<file path="src/design/stt_pkg.sv">
// Shared types and constants for the source text tokenizer.
`default_nettype none

package stt_pkg;

    localparam int LINE_BITS   = 24;
    localparam logic [LINE_BITS-1:0] LINE_MAX = {LINE_BITS{1'b1}};

    localparam int QUEUE_DEPTH = 4;
    localparam int QPTR_BITS   = $clog2(QUEUE_DEPTH);
    localparam int QCNT_BITS   = $clog2(QUEUE_DEPTH + 1);

    localparam int S_TDATA_W   = 8;
    localparam int M_TDATA_W   = ((8 + LINE_BITS + 7) / 8) * 8;
    localparam int M_TUSER_W   = 4;

    typedef enum logic [1:0] {
        KIND_WS     = 2'd0,
        KIND_IDENT  = 2'd1,
        KIND_STRING = 2'd2
    } stt_kind_t;

    typedef enum logic [1:0] {
        EV_FIRST = 2'd0,
        EV_MORE  = 2'd1,
        EV_END   = 2'd2
    } stt_event_t;

    typedef struct packed {
        stt_kind_t            kind;
        stt_event_t           code;
        logic [7:0]           tbyte;
        logic [LINE_BITS-1:0] line;
    } stt_result_t;

    // All results caused by one input byte; cnt is 1 to 3 once queued.
    typedef struct packed {
        logic [1:0]            cnt;
        stt_result_t [2:0]     res;
    } stt_bundle_t;

    function automatic stt_result_t make_res(stt_kind_t kind, stt_event_t code,
                                             logic [7:0] tbyte,
                                             logic [LINE_BITS-1:0] line);
        stt_result_t r;
        r.kind  = kind;
        r.code  = code;
        r.tbyte = tbyte;
        r.line  = line;
        return r;
    endfunction

endpackage

`default_nettype wire

</file>
<file path="src/design/stt_front.sv">
// Scanner front end: classifies each byte and forms its bundle of results.
`default_nettype none

module stt_front
    import stt_pkg::*;
(
    input  wire logic        aclk,
    input  wire logic        aresetn,
    input  wire logic        in_accept,
    input  wire logic [7:0]  in_byte,
    input  wire logic        in_final,
    output logic             push,
    output stt_bundle_t      push_data
);

    localparam logic [7:0] CH_LF     = 8'h0A;
    localparam logic [7:0] CH_CR     = 8'h0D;
    localparam logic [7:0] CH_TAB    = 8'h09;
    localparam logic [7:0] CH_SPACE  = 8'h20;
    localparam logic [7:0] CH_QUOTE  = 8'h22;
    localparam logic [7:0] CH_STAR   = 8'h2A;
    localparam logic [7:0] CH_SLASH  = 8'h2F;
    localparam logic [7:0] CH_USCORE = 8'h5F;

    typedef enum logic [2:0] {
        M_IDLE       = 3'd0,
        M_IDENT      = 3'd1,
        M_STR_EMPTY  = 3'd2,
        M_STR_BODY   = 3'd3,
        M_SLASH      = 3'd4,
        M_BLOCK      = 3'd5,
        M_BLOCK_STAR = 3'd6,
        M_LINE       = 3'd7
    } mode_t;

    mode_t                mode_reg, mode_next;
    logic [LINE_BITS-1:0] line_reg, line_next;
    stt_result_t [2:0]    res;
    logic [1:0]           n;
    logic                 do_idle;

    function automatic logic is_ws(logic [7:0] b);
        return b == CH_SPACE || b == CH_LF || b == CH_CR || b == CH_TAB;
    endfunction

    function automatic logic ident_start(logic [7:0] b);
        return (b >= 8'h61 && b <= 8'h7A) || (b >= 8'h41 && b <= 8'h5A) ||
               b[7] || b == CH_USCORE;
    endfunction

    function automatic logic ident_more(logic [7:0] b);
        return ident_start(b) || (b >= 8'h30 && b <= 8'h39);
    endfunction

    function automatic logic [LINE_BITS-1:0] bump(logic [LINE_BITS-1:0] l);
        return (l == LINE_MAX) ? l : l + 1'b1;
    endfunction

    always_comb begin
        res       = '0;
        n         = 2'd0;
        mode_next = mode_reg;
        line_next = line_reg;
        do_idle   = 1'b0;

        case (mode_reg)
            M_IDENT: begin
                if (ident_more(in_byte)) begin
                    res[n] = make_res(KIND_IDENT, EV_MORE, in_byte, line_next);
                    n      = n + 2'd1;
                end else begin
                    res[n]  = make_res(KIND_IDENT, EV_END, 8'h00, line_next);
                    n       = n + 2'd1;
                    do_idle = 1'b1;
                end
            end
            M_STR_EMPTY, M_STR_BODY: begin
                if (in_byte == CH_QUOTE) begin
                    res[n]    = make_res(KIND_STRING, EV_END, 8'h00, line_next);
                    n         = n + 2'd1;
                    mode_next = M_IDLE;
                end else begin
                    res[n]    = make_res(KIND_STRING,
                                         (mode_reg == M_STR_EMPTY) ? EV_FIRST : EV_MORE,
                                         in_byte, line_next);
                    n         = n + 2'd1;
                    mode_next = M_STR_BODY;
                end
            end
            M_SLASH: begin
                if (in_byte == CH_STAR) begin
                    mode_next = M_BLOCK;
                end else if (in_byte == CH_SLASH) begin
                    mode_next = M_LINE;
                end else begin
                    do_idle = 1'b1;
                end
            end
            M_BLOCK: begin
                if (in_byte == CH_STAR) begin
                    mode_next = M_BLOCK_STAR;
                end else if (in_byte == CH_LF) begin
                    line_next = bump(line_next);
                end
            end
            M_BLOCK_STAR: begin
                if (in_byte == CH_SLASH) begin
                    mode_next = M_IDLE;
                end else if (in_byte != CH_STAR) begin
                    if (in_byte == CH_LF) begin
                        line_next = bump(line_next);
                    end
                    mode_next = M_BLOCK;
                end
            end
            M_LINE: begin
                if (in_byte == CH_LF) begin
                    line_next = bump(line_next);
                    mode_next = M_IDLE;
                end
            end
            default: begin
                do_idle = 1'b1;
            end
        endcase

        // Start over from idle with the same byte.
        if (do_idle) begin
            mode_next = M_IDLE;
            if (is_ws(in_byte)) begin
                if (in_byte == CH_LF) begin
                    line_next = bump(line_next);
                end
                res[n] = make_res(KIND_WS, EV_FIRST, in_byte, line_next);
                n      = n + 2'd1;
                res[n] = make_res(KIND_WS, EV_END, 8'h00, line_next);
                n      = n + 2'd1;
            end else if (in_byte == CH_SLASH) begin
                mode_next = M_SLASH;
            end else if (in_byte == CH_QUOTE) begin
                mode_next = M_STR_EMPTY;
            end else if (ident_start(in_byte)) begin
                res[n]    = make_res(KIND_IDENT, EV_FIRST, in_byte, line_next);
                n         = n + 2'd1;
                mode_next = M_IDENT;
            end
        end

        // End of file closes any open token.
        if (in_final) begin
            if (mode_next == M_IDENT) begin
                res[n] = make_res(KIND_IDENT, EV_END, 8'h00, line_next);
                n      = n + 2'd1;
            end else if (mode_next == M_STR_EMPTY || mode_next == M_STR_BODY) begin
                res[n] = make_res(KIND_STRING, EV_END, 8'h00, line_next);
                n      = n + 2'd1;
            end
            mode_next = M_IDLE;
        end
    end

    assign push          = in_accept && (n != 2'd0);
    assign push_data.cnt = n;
    assign push_data.res = res;

    always_ff @(posedge aclk) begin
        if (!aresetn) begin
            mode_reg <= M_IDLE;
            line_reg <= LINE_BITS'(1);
        end else if (in_accept) begin
            mode_reg <= mode_next;
            line_reg <= line_next;
        end
    end

`ifndef NO_ASSERTIONS
    a_line_nonzero: assert property (@(posedge aclk) disable iff (!aresetn)
        line_reg != '0)
        else $error("line counter reached zero");
`endif

endmodule

`default_nettype wire

</file>
<file path="src/design/stt_queue.sv">
// Short queue of result bundles between scanner and output sequencer.
`default_nettype none

module stt_queue
    import stt_pkg::*;
(
    input  wire logic         aclk,
    input  wire logic         aresetn,
    input  wire logic         push,
    input  wire stt_bundle_t  push_data,
    input  wire logic         pop,
    output stt_bundle_t       pop_data,
    output logic              full,
    output logic              empty
);

    stt_bundle_t            mem_reg [QUEUE_DEPTH];
    logic [QPTR_BITS-1:0]   wr_ptr_reg, wr_ptr_next;
    logic [QPTR_BITS-1:0]   rd_ptr_reg, rd_ptr_next;
    logic [QCNT_BITS-1:0]   cnt_reg, cnt_next;

    function automatic logic [QPTR_BITS-1:0] wrap_inc(logic [QPTR_BITS-1:0] p);
        return (p == QPTR_BITS'(QUEUE_DEPTH - 1)) ? '0 : p + 1'b1;
    endfunction

    assign full     = cnt_reg == QCNT_BITS'(QUEUE_DEPTH);
    assign empty    = cnt_reg == '0;
    assign pop_data = mem_reg[rd_ptr_reg];

    always_comb begin
        wr_ptr_next = push ? wrap_inc(wr_ptr_reg) : wr_ptr_reg;
        rd_ptr_next = pop  ? wrap_inc(rd_ptr_reg) : rd_ptr_reg;
        cnt_next    = cnt_reg;
        if (push && !pop) begin
            cnt_next = cnt_reg + 1'b1;
        end else if (pop && !push) begin
            cnt_next = cnt_reg - 1'b1;
        end
    end

    always_ff @(posedge aclk) begin
        if (!aresetn) begin
            wr_ptr_reg <= '0;
            rd_ptr_reg <= '0;
            cnt_reg    <= '0;
        end else begin
            wr_ptr_reg <= wr_ptr_next;
            rd_ptr_reg <= rd_ptr_next;
            cnt_reg    <= cnt_next;
        end
    end

    always_ff @(posedge aclk) begin
        if (push) begin
            mem_reg[wr_ptr_reg] <= push_data;
        end
    end

`ifndef NO_ASSERTIONS
    a_no_overflow: assert property (@(posedge aclk) disable iff (!aresetn)
        !(push && full))
        else $error("push into full queue");
    a_no_underflow: assert property (@(posedge aclk) disable iff (!aresetn)
        !(pop && empty))
        else $error("pop from empty queue");
`endif

endmodule

`default_nettype wire

</file>
<file path="src/design/stt_back.sv">
// Output sequencer: sends the results of each bundle one per cycle while m_tready is high.
`default_nettype none

module stt_back
    import stt_pkg::*;
(
    input  wire logic                  aclk,
    input  wire logic                  aresetn,
    input  wire logic                  q_empty,
    input  wire stt_bundle_t           q_data,
    output logic                       pop,
    output logic                       m_tvalid,
    input  wire logic                  m_tready,
    output logic [M_TDATA_W-1:0]       m_tdata,
    output logic [M_TUSER_W-1:0]       m_tuser,
    output logic                       m_tlast
);

    stt_bundle_t  bundle_reg;
    logic [1:0]   idx_reg;
    logic         valid_reg;
    logic         last;
    stt_result_t  cur;

    assign cur  = bundle_reg.res[idx_reg];
    assign last = idx_reg == (bundle_reg.cnt - 2'd1);
    assign pop  = !q_empty && (!valid_reg || (m_tready && last));

    always_ff @(posedge aclk) begin
        if (!aresetn) begin
            valid_reg <= 1'b0;
            idx_reg   <= 2'd0;
        end else if (pop) begin
            valid_reg <= 1'b1;
            idx_reg   <= 2'd0;
        end else if (valid_reg && m_tready) begin
            if (last) begin
                valid_reg <= 1'b0;
            end else begin
                idx_reg <= idx_reg + 2'd1;
            end
        end
    end

    always_ff @(posedge aclk) begin
        if (pop) begin
            bundle_reg <= q_data;
        end
    end

    assign m_tvalid = valid_reg;
    assign m_tdata  = M_TDATA_W'({cur.line, cur.tbyte});
    assign m_tuser  = {cur.code, cur.kind};
    assign m_tlast  = last;

`ifndef NO_ASSERTIONS
    a_idx_in_bundle: assert property (@(posedge aclk) disable iff (!aresetn)
        valid_reg |-> (idx_reg < bundle_reg.cnt))
        else $error("result index beyond bundle");
`endif

endmodule

`default_nettype wire

</file>
<file path="src/design/source_text_tokenizer_unit.sv">
// Source text tokenizer top level: scanner, bundle queue and output sequencer.
//
// Usage:
//   Source bytes arrive on the s_ stream, one request per byte; s_tlast marks
//   the last byte of a file and closes any open identifier or string.
//   Token events leave on the m_ stream, one request per event; m_tlast marks
//   the last event caused by a given input byte.
//   A byte causes zero to three events. The scanner handles one byte per
//   cycle while the queue has room and writes that byte's events as one bundle
//   into a four-entry queue at the edge that accepts the byte. The sequencer
//   pops a bundle once it is done with the previous one and drains it at one
//   event per cycle while m_tready is high. Sustained input rate is one byte
//   per cycle while bytes average at most one event each and m_tready stays
//   high; the single event output port sets the limit.
//   When the receiver stalls, the current event holds on m_ and the queue
//   fills; s_tready drops once all four queue entries are taken.
//   Reset (aresetn low at a clock edge) empties the queue, drops any pending
//   event and returns the scanner to idle with the line count at one.
`default_nettype none

module source_text_tokenizer_unit
    import stt_pkg::*;
(
    input  wire logic                  aclk,
    input  wire logic                  aresetn,
    input  wire logic                  s_tvalid,
    output logic                       s_tready,
    input  wire logic [S_TDATA_W-1:0]  s_tdata,   // [7:0] text_byte
    input  wire logic                  s_tlast,   // final_byte
    output logic                       m_tvalid,
    input  wire logic                  m_tready,
    output logic [M_TDATA_W-1:0]       m_tdata,   // [7:0] token_byte, [31:8] line_number
    output logic [M_TUSER_W-1:0]       m_tuser,   // [1:0] token_kind, [3:2] event_code
    output logic                       m_tlast    // last_of_run
);

    logic        in_accept;
    logic        push;
    logic        pop;
    logic        q_full;
    logic        q_empty;
    stt_bundle_t push_data;
    stt_bundle_t q_data;

    // Take a byte whenever the queue has room for its bundle.
    assign s_tready  = !q_full;
    assign in_accept = s_tvalid && s_tready;

    stt_front u_front (
        .aclk      (aclk),
        .aresetn   (aresetn),
        .in_accept (in_accept),
        .in_byte   (s_tdata[7:0]),
        .in_final  (s_tlast),
        .push      (push),
        .push_data (push_data)
    );

    stt_queue u_queue (
        .aclk      (aclk),
        .aresetn   (aresetn),
        .push      (push),
        .push_data (push_data),
        .pop       (pop),
        .pop_data  (q_data),
        .full      (q_full),
        .empty     (q_empty)
    );

    stt_back u_back (
        .aclk     (aclk),
        .aresetn  (aresetn),
        .q_empty  (q_empty),
        .q_data   (q_data),
        .pop      (pop),
        .m_tvalid (m_tvalid),
        .m_tready (m_tready),
        .m_tdata  (m_tdata),
        .m_tuser  (m_tuser),
        .m_tlast  (m_tlast)
    );

endmodule

`default_nettype wire
</file>
<file path="config.mk">
export PLATFORM = sky130hd
export DESIGN_NAME = source_text_tokenizer_unit
export DESIGN_NICKNAME = d
export VERILOG_FILES = /design/src/design/stt_pkg.sv /design/src/design/stt_front.sv /design/src/design/stt_queue.sv /design/src/design/stt_back.sv /design/src/design/source_text_tokenizer_unit.sv
export SDC_FILE = /design/constraint.sdc
export NUM_CORES = 1
export LEC_CHECK = 0
export ABC_AREA = 1
export BUFFER_PORTS_ARGS = -buffer_cell sky130_fd_sc_hd__buf_2
export CAP_MARGIN = 10
export CORE_MARGIN = 1.5
export CORE_UTILIZATION = 55
export DETAILED_ROUTE_END_ITERATION = 16
export PLACE_DENSITY = 0.77
export SLEW_MARGIN = 30
export SYNTH_ARGS = -nofsm -noshare
export SYNTH_HDL_FRONTEND = slang
export SYNTH_SLANG_ARGS = --single-unit
</file>
<file path="constraint.sdc">
create_clock -name aclk -period 9.15 [get_ports aclk]
set_clock_uncertainty 0.2 [all_clocks]
set_input_delay 1.83 -clock aclk [delete_from_list [all_inputs] [get_ports aclk]]
set_output_delay 1.83 -clock aclk [all_outputs]
set_load 0.005 [all_outputs]
</file>
==> flow_summary.ini, run 1 <==
[outcome]
status = finished, final reports clean

[pwr]
power_frac_comb = 0.247
p_seq_frac = 0.471
p_leak_nw = 10.3
pwr-share-clk = 0.281
pwr_density_cell_nw_per_um2 = 278
worst_ir_drop_vdd_mv = 0.173
p_int_w = 0.00514
power_switching_w = 0.00246
p_sw_frac = 0.324

[worst_setup_path]
reg2reg_slack_ns = 3.78
ff2ff_path_depth = 19
cp_max_fo = 77
crit_path_max_incr_delay_ns = 0.74
arrival_ns = 6.44
path_cells = buf_2, nor2_1, nand3_1, o211ai_1, and2_1, inv_1, ha_1, nand2_1, o21ai_0, nand2_1, o21ai_0, nand2_1, o21ai_0, nand2_1, nand2_1, inv_1, ha_1, inv_1, nand2_1, nand2_1, nand2_1, nand2_1, nor2_4, buf_12
start_kind = input pin
r2r-end = u_queue.mem_reg[1][46]
end_kind = flop
rr_startpoint = u_front.mode_reg[0]
critPathKind = in -> reg
cp.required_ns = 9.17
crit_slowest_cell = nor2_4
cp_common_cell = nand2_1

[cts]
cts-root-buf = clkbuf_16
htree_levels = 2
cts_setup_buffers = 0
insertion_delay_ns = 0.60
ctsHoldBuffers = 0
cts_tree = done
cts_buffer_depth = 3
cts_resized = 0
cts_made_buffers = 51
cts_sinks = 537
path_clk_slew_ns = 0.06

[drt]
drtIter0Drc = 2358
drc = 0
first_pass_iters = 6
route.vias.total = 18800
antenna_left = 0
routed_wl_um = 64000
vias_per_cell = 6.06
wl_per_cell_um = 20.6

[worst_hold_path]
hp-start = u_queue.cnt_reg[2]
hold_path_depth = 2
hold_class = reg -> reg
holdPathEnd = u_queue.cnt_reg[2]

[place]
dp_hpwl_um = 39600
gp_congestion = 0.977
port_buffers = 51
dp.cells = 3009

[floorplanning]
initial_core_util = 0.559
die_x_um = 215
io_pins = 52
rows = 77
die_y_um = 215
core_area_sq_um = 44400
die_area_sq_um = 46400

[timing]
max_freq_mhz = 156
finalSetupTns_ns = 0
setup_viol = 0
drv_slew = 0
tightestPinTransition_ns = 1.06
hold_violations = 0
rsz0062_at_grt = no
max-slew-margin-rel = 0.294
timing.final.crit_share = 0.702
min_period_ns = 6.42

[grt]
grt_max_degree = 117
grt_pass1_vias = 17900
grt_pass1_wl_um = 99500
grt.overflow.total = 0
antenna_found_initial = 0
grt_usage = 0.274

[synth]
synth_edf_count = 500
synth_top_area_cell = edfxtp_1
yosys_warnings = 0
avgSynthCellArea_sq_um = 10.1
seq_area_frac_synth = 0.634
yosys-top-cells-area = edfxtp_1, o21ai_0, nand2_1, nor2_1, dfxtp_1
synth_cell_type_count = 44
async_flop_share = 0
synth.most_common_cell = edfxtp_1
syn-cell-area_sq_um = 24800
yosysTopAreaCellShare = 0.605
synthCells = 2467
netlist_top_cells_count = edfxtp_1, nand2_1, nor2_1
synth_seq_cells = 537
ys.flop_type = edfxtp_1

[layout]
largest_reg_flops = 400
instances_no_fill = 3104
area.growth.synth_to_final_pct = 10.1
diodes = 0
utilization = 0.616
drive_above_1_share = 0.100
nets = 2496

[run]
drv_cap = 0
[worst max-delay path, delay by kind of cell]
family	cells	cell delay (ns)
AND/OR/NAND/NOR	13	2.21
AO/OA/AOI/OAI	4	0.46
buffers and inverters	5	1.07
adder cells (fa/ha/maj)	2	0.72
[through the flow]
step	setup slack, ns	total power [W]	hold slack, ns	cell area, sq um
floorplan	0.183	0.00485	0.253	24900
global placement	2.29	0.00541	0.268	25600
detailed placement	2.06	0.00550	0.283	25600
CTS	2.64	0.00762	0.293	27300
global route	2.38	0.00796	0.321	27300
finish	2.73	0.00761	0.297	27300
[power by group through the flow]
stage                     Combinational, W  Sequential (W)  Clock [W]
after detailed placement           0.00187         0.00363          0
after floorplan                    0.00125         0.00360          0
after global routing               0.00208         0.00362    0.00226
final                              0.00188         0.00358    0.00214
after CTS                          0.00188         0.00358    0.00216
after global placement             0.00180         0.00361          0
[worst max path at each step]
stage,start,to,slack (ns),depth (start not counted)
global route,s_tdata[2],u_queue.mem_reg[2][46],2.38,24
floorplan,s_tdata[2],u_queue.mem_reg[0][0],0.18,23
CTS,s_tdata[7],u_queue.mem_reg[2][18],2.64,19
finish,s_tdata[2],u_queue.mem_reg[1][46],2.73,24
global placement,s_tdata[7],u_queue.mem_reg[1][82],2.29,21
detailed placement,s_tdata[7],u_queue.mem_reg[2][82],2.06,19
[routing by layer]
| layer | share of wire | track usage | vias up |
|---|---|---|---|
| met1 | 0.41 | 0.378 | 9055 |
| met5 | 0 | 0 | - |
| met4 | 0.024 | 0.0807 | 0 |
| li1 | - | - | 8669 |
| met2 | 0.47 | 0.447 | 950 |
| met3 | 0.092 | 0.0485 | 123 |
[cells by family (layout without fill, tap and decap cells)]
family,count (synthesis),after routing,synth area share
buffers and inverters,293,327,0.0464
XOR/XNOR,16,16,0.00564
AO/OA/AOI/OAI,564,564,0.124
AND/OR/NAND/NOR,1043,1043,0.183
adder cells (fa/ha/maj),13,13,0.00685
other,1,12,0.000151
flip-flops,537,537,0.634
[cell type report]
class | instances | area [sq um]
inverters | 155 | 587
repair buffers | 77 | 500
well taps | 592 | 741
clock buffers | 61 | 1370
multi-input cells | 1648 | 8040
fillers | 3462 | 17100
clock inverters | 34 | 349
flip-flops and latches | 537 | 15800
[cells in the final DEF (no fill, tap or decap), types with 3 or more instances in the layout]
cell type / netlist / routed
a21oi_1: 55 / 55
buf_12: 0 / 4
buf_2: 17 / 51
buf_4: 0 / 22
bufinv_16: 0 / 6
clkbuf_1: 109 / 6
clkbuf_16: 0 / 52
clkbuf_8: 0 / 3
clkinv_1: 2 / 6
clkinv_2: 0 / 12
clkinvlp_4: 0 / 5
conb_1: 1 / 12
dfxtp_1: 37 / 35
edfxtp_1: 500 / 500
ha_1: 12 / 12
inv_1: 147 / 144
inv_2: 6 / 9
inv_6: 0 / 6
nand2_1: 406 / 405
nand2_2: 23 / 23
nand3_1: 144 / 143
nand3_2: 25 / 25
nand4_1: 25 / 25
nor2_1: 374 / 367
nor2_2: 5 / 7
nor2_4: 9 / 14
nor3_1: 19 / 18
nor3_2: 3 / 4
o211ai_1: 4 / 4
o21ai_0: 338 / 338
o21ai_1: 24 / 24
o22ai_1: 102 / 102
o31ai_1: 34 / 34
xor2_1: 15 / 15
Power figures use the tool's default switching activity.
==> run 2, diff against run 1 <==
--- a/config.mk
+++ b/config.mk
@@ -5,7 +5,7 @@
 export SDC_FILE = /design/constraint.sdc
 export NUM_CORES = 1
 export LEC_CHECK = 0
-export ABC_AREA = 1
+export ABC_AREA = 0
 export BUFFER_PORTS_ARGS = -buffer_cell sky130_fd_sc_hd__buf_2
 export CAP_MARGIN = 10
 export CORE_MARGIN = 1.5
==> constraint.sdc (replaced) <==
create_clock -name aclk -period 5.28 [get_ports aclk]
set_clock_uncertainty 0.2 [all_clocks]
set_input_delay 1.056 -clock aclk [delete_from_list [all_inputs] [get_ports aclk]]
set_output_delay 1.056 -clock aclk [all_outputs]
set_load 0.005 [all_outputs]
==> flow_summary.ini, run 2 <==
[grt]
grt_usage = 0.265
grt.overflow.total = 0
grt_max_degree = 102
grt_pass1_vias = 14900
grt_pass1_wl_um = 87600
antenna_found_initial = 0

[drt]
wl_per_cell_um = 24.3
route.vias.total = 14600
drtIter0Drc = 1722
vias_per_cell = 6.26
antenna_left = 0
drc = 0
first_pass_iters = 6
routed_wl_um = 56700

[synth]
synth.most_common_cell = edfxtp_1
yosysTopAreaCellShare = 0.641
avgSynthCellArea_sq_um = 15.2
yosys-top-cells-area = edfxtp_1, mux4_2, dfxtp_1, mux2i_1, xnor2_1
synth_edf_count = 500
synthCells = 1544
synth_seq_cells = 537
seq_area_frac_synth = 0.672
netlist_top_cells_count = edfxtp_1, mux4_2, nand2_1
synth_top_area_cell = edfxtp_1
syn-cell-area_sq_um = 23400
ys.flop_type = edfxtp_1
async_flop_share = 0
yosys_warnings = 0
synth_cell_type_count = 79

[cts]
cts_made_buffers = 52
cts_buffer_depth = 3
cts_tree = done
ctsHoldBuffers = 0
cts_sinks = 537
cts-root-buf = clkbuf_16
path_clk_slew_ns = 0.06
cts_setup_buffers = 0
cts_resized = 0
insertion_delay_ns = 0.59
htree_levels = 2

[worst_setup_path]
path_cells = buf_2, or4_1, or2_0, buf_4, nor4b_1, buf_4, mux2_2, a22oi_1, a211o_1, nor4b_2, buf_4, nor4_1, buf_4, mux2_2, a21oi_1
cp.required_ns = 5.46
arrival_ns = 5.12
critPathKind = in -> reg
crit_slowest_cell = or4_1
start_kind = input pin
cp_common_cell = buf_4
crit_path_max_incr_delay_ns = 0.65
end_kind = flop
cp_max_fo = 11

[place]
dp_slack_ns = -0.229
dp_hpwl_um = 36800
gp_congestion = 0.935
dpl_cell_area_sq_um = 25700
port_buffers = 51

[layout]
area.growth.synth_to_final_pct = 17.2
final_common_cell = edfxtp_1
largest_reg_flops = 400
layout_common_cells = edfxtp_1, buf_4, mux4_2
drive_above_1_share = 0.260
diodes = 0
fill_cells = 2885
final_cell_area_sq_um = 27500
nets = 1783

[pwr]
finalPower_w = 0.0123
pwr_density_cell_nw_per_um2 = 449
p_leak_nw = 8.95
worst_ir_drop_vdd_mv = 0.449

[timing]
setup_viol = 0
timing.final.crit_share = 0.936
rsz0062_at_grt = no
min_period_ns = 4.94
max-slew-margin-rel = 0.396
hold-worst-slack_ns = 0.343
tightestPinTransition_ns = 0.903
drv_slew = 0
max_freq_mhz = 202
worst_slack_ns = 0.338
hold_violations = 0
finalSetupTns_ns = 0

[floorplanning]
die_y_um = 209
die_area_sq_um = 43900
die_x_um = 209
rows = 75
initial_core_util = 0.558
io_pins = 52
core_area_sq_um = 42000

[worst_hold_path]
hold_class = reg -> reg

[outcome]
status = finished, final reports clean

[run]
drv_cap = 0
==> run 2: metrics by stage <==
step,util,cells
3_5_place_dp,0.612,2242
3_3_place_gp,0.611,2241
2_1_floorplan,-,1555
4_1_cts,0.654,2338
5_1_grt,0.654,2338
6_report,0.654,2338
==> run 2: cell families after synthesis <==
logic type	Yosys count	share of synthesized area
xor+xnor	66	0.0247
flops	537	0.672
mux	150	0.118
fa+ha+maj	13	0.00726
other cells	1	0.000160
compound gates	231	0.0640
simple gates	432	0.0949
buf+inv	114	0.0193
==> run 2: path summary, 6_finish.rpt <==
check	from	to	slack, ns	cells after the start
min	u_queue.cnt_reg[2]	u_queue.cnt_reg[2]	0.34	2
max reg2reg	u_front.mode_reg[0]	u_queue.cnt_reg[2]	0.65	17
min reg2reg	u_queue.cnt_reg[2]	u_queue.cnt_reg[2]	0.34	2
max	s_tdata[4]	u_queue.mem_reg[2][21]	0.34	15
==> run 2: final cells by class <==
cell class / instances / area, sq um / share of cell area
clock buffers: 64 / 1390 / 0.0505
multi-input cells: 904 / 7310 / 0.266
flip-flops and latches: 537 / 15800 / 0.574
well taps: 539 / 674 / 0.0245
repair buffers: 241 / 1880 / 0.0685
inverters: 21 / 81.3 / 0.00296
clock inverters: 32 / 384 / 0.0140
==> run 2: critical path: cells and delay by family <==
family	cells	cell delay, ns
and+or+nand+nor	5	1.79
buffers and inverters	5	0.89
AOI/OAI and AO/OA	3	0.75
muxes	2	0.65
==> run 2: power by group <==
group	total, W	switching (W)	internal, W
clock	0.00381	0.00155	0.00226
sequential	0.00598	0.000345	0.00564
combinational	0.00255	0.00136	0.00119
total	0.0123	0.00325	0.00909
==> run 2: metal layers <==
| metal | vias up | GRT usage | share of wire | wire length (um) |
|---|---|---|---|---|
| li1 | 6514 | - | - | - |
| met1 | 7380 | 0.376 | 0.42 | 23900 |
| met3 | 93 | 0.0482 | 0.074 | 4190 |
| met4 | 0 | 0.0707 | 0.023 | 1320 |
| met5 | - | 0 | 0 | 0 |
| met2 | 639 | 0.429 | 0.48 | 27300 |
==> run 3, diff against run 2 <==
--- a/config.mk
+++ b/config.mk
@@ -8,7 +8,7 @@
 export ABC_AREA = 0
 export BUFFER_PORTS_ARGS = -buffer_cell sky130_fd_sc_hd__buf_2
 export CAP_MARGIN = 10
-export CORE_MARGIN = 1.5
+export CORE_MARGIN = 3
 export CORE_UTILIZATION = 55
 export DETAILED_ROUTE_END_ITERATION = 16
 export PLACE_DENSITY = 0.77
==> flow_summary.ini, run 3 (same netlist as run 2, synthesis figures left out) <==
[timing]
tightestPinTransition_ns = 0.970
max_freq_mhz = 204
min_period_ns = 4.89
setup_viol = 0
rsz0062_at_grt = no
hold_violations = 0
hold-worst-slack_ns = 0.318
finalSetupTns_ns = 0
drv_slew = 0
max-slew-margin-rel = 0.351
timing.final.crit_share = 0.926
worst_slack_ns = 0.390

[floorplanning]
io_pins = 52
core_area_sq_um = 42000
initial_core_util = 0.558
die_y_um = 212
die_area_sq_um = 45100
rows = 75
die_x_um = 212

[cts]
cts_buffer_depth = 3
htree_levels = 2
path_clk_slew_ns = 0.06
cts-root-buf = clkbuf_16
cts_resized = 0
cts_sinks = 537
cts_made_buffers = 52
cts_tree = done
cts_setup_buffers = 0
ctsHoldBuffers = 0
insertion_delay_ns = 0.59

[drt]
vias_per_cell = 6.27
routed_wl_um = 56100
drtIter0Drc = 1506
wl_per_cell_um = 24.2
route.vias.total = 14500
drc = 0
first_pass_iters = 6
antenna_left = 0

[pwr]
power_frac_comb = 0.212
worst_ir_drop_vdd_mv = 0.367
p_seq_frac = 0.496
pwr-share-clk = 0.293
p_sw_frac = 0.268
pwr_density_cell_nw_per_um2 = 442
finalPower_w = 0.0120
power_switching_w = 0.00322
p_int_w = 0.00878
p_leak_nw = 8.76

[layout]
final_common_cell = edfxtp_1
nets = 1767
area.growth.synth_to_final_pct = 15.9
largest_reg_flops = 400
final_cell_area_sq_um = 27200
drive_above_1_share = 0.247
layout_common_cells = edfxtp_1, buf_4, mux4_2
diodes = 0

[worst_setup_path]
end_kind = flop
cp_num_buf_inv = 4
arrival_ns = 5.06
cp.required_ns = 5.45
cp_common_cell = a21oi_1
cp_max_fo = 10
critPathKind = in -> reg
reg2reg_slack_ns = 0.59
critPathTopFamily = simple AND/OR/NAND/NOR gates
path_cells = buf_2, or4_1, or3_1, a21oi_1, buf_4, mux2i_1, inv_1, ha_1, nor2b_1, and4bb_2, nand2_1, nor4b_2, buf_12, nor2_1, a31oi_1, a21oi_1
crit_slowest_cell = nor2_1
crit_path_max_incr_delay_ns = 0.70
start_kind = input pin

[grt]
antenna_found_initial = 0
grt_pass1_vias = 14800
grt_max_degree = 82
grt_usage = 0.254
grt.overflow.total = 0
grt_pass1_wl_um = 86900

[outcome]
status = finished, final reports clean

[run]
drv_cap = 0

[worst_hold_path]
hold_class = reg -> reg

[place]
dpl_cell_area_sq_um = 25500
dp_hpwl_um = 36700
dp_slack_ns = -0.137
port_buffers = 51
gp_congestion = 0.960
==> run 3: cell types whose count changed in the layout (fill, tap and decap cells not counted) <==
cell        previous run  this run
buf_12                16        13
buf_4                174       161
bufinv_16              8         3
clkbuf_1               8        11
clkbuf_16             52        53
clkbuf_8               4         0
clkinv_1               6        11
clkinv_2              12         7
clkinv_8               1         0
clkinvlp_4             3         7
nor2_1                94        95
nor2_2                 1         0
o311ai_0               0         1
o311ai_1               1         0
==> run 3: final timing paths <==
path,start,endpoint,cells after the start
min reg2reg,u_queue.cnt_reg[2],u_queue.cnt_reg[2],2
min,u_queue.cnt_reg[2],u_queue.cnt_reg[2],2
max reg2reg,u_front.line_reg[16],u_queue.mem_reg[3][4],13
max,s_tdata[4],u_queue.mem_reg[3][3],16
==> run 3: power by group through the flow <==
stage | clock network, W | registers [W] | logic (W)
after floorplan | 0 | 0.00589 | 0.00175
after global placement | 0 | 0.00599 | 0.00253
after detailed placement | 0 | 0.00604 | 0.00259
after CTS | 0.00358 | 0.00596 | 0.00260
after global routing | 0.00374 | 0.00602 | 0.00277
final | 0.00351 | 0.00595 | 0.00254
==> run 3: through the flow <==
step	utilization	std cells
finish	0.646	2320
CTS	0.646	2320
global route	0.646	2320
global placement	0.608	2226
detailed placement	0.608	2226
floorplan	-	1555
==> run 3: area by class of cell <==
type	instances	area, sq um
sequential	537	15800
fill	2932	14900
multi-input combinational	904	7300
timing repair buffer	225	1720
clock buffer	64	1370
tap	539	674
clock inverter	30	241
inverter	21	81.3
==> run 3: worst reg2reg max path, delay by kind of cell, from the launching register on <==
kind,cells,cell delay (ns)
buffers and inverters,3,0.52
and+or+nand+nor,5,1.60
xor gates and xnor gates,1,0.14
AOI/OAI and AO/OA,4,1.40
DFF,1,0.52
==> run 3: routing by layer <==
metal | share of wire | track usage
met1 | 0.41 | 0.350
met2 | 0.49 | 0.414
met3 | 0.076 | 0.0570
met4 | 0.027 | 0.0734
met5 | 0 | 0
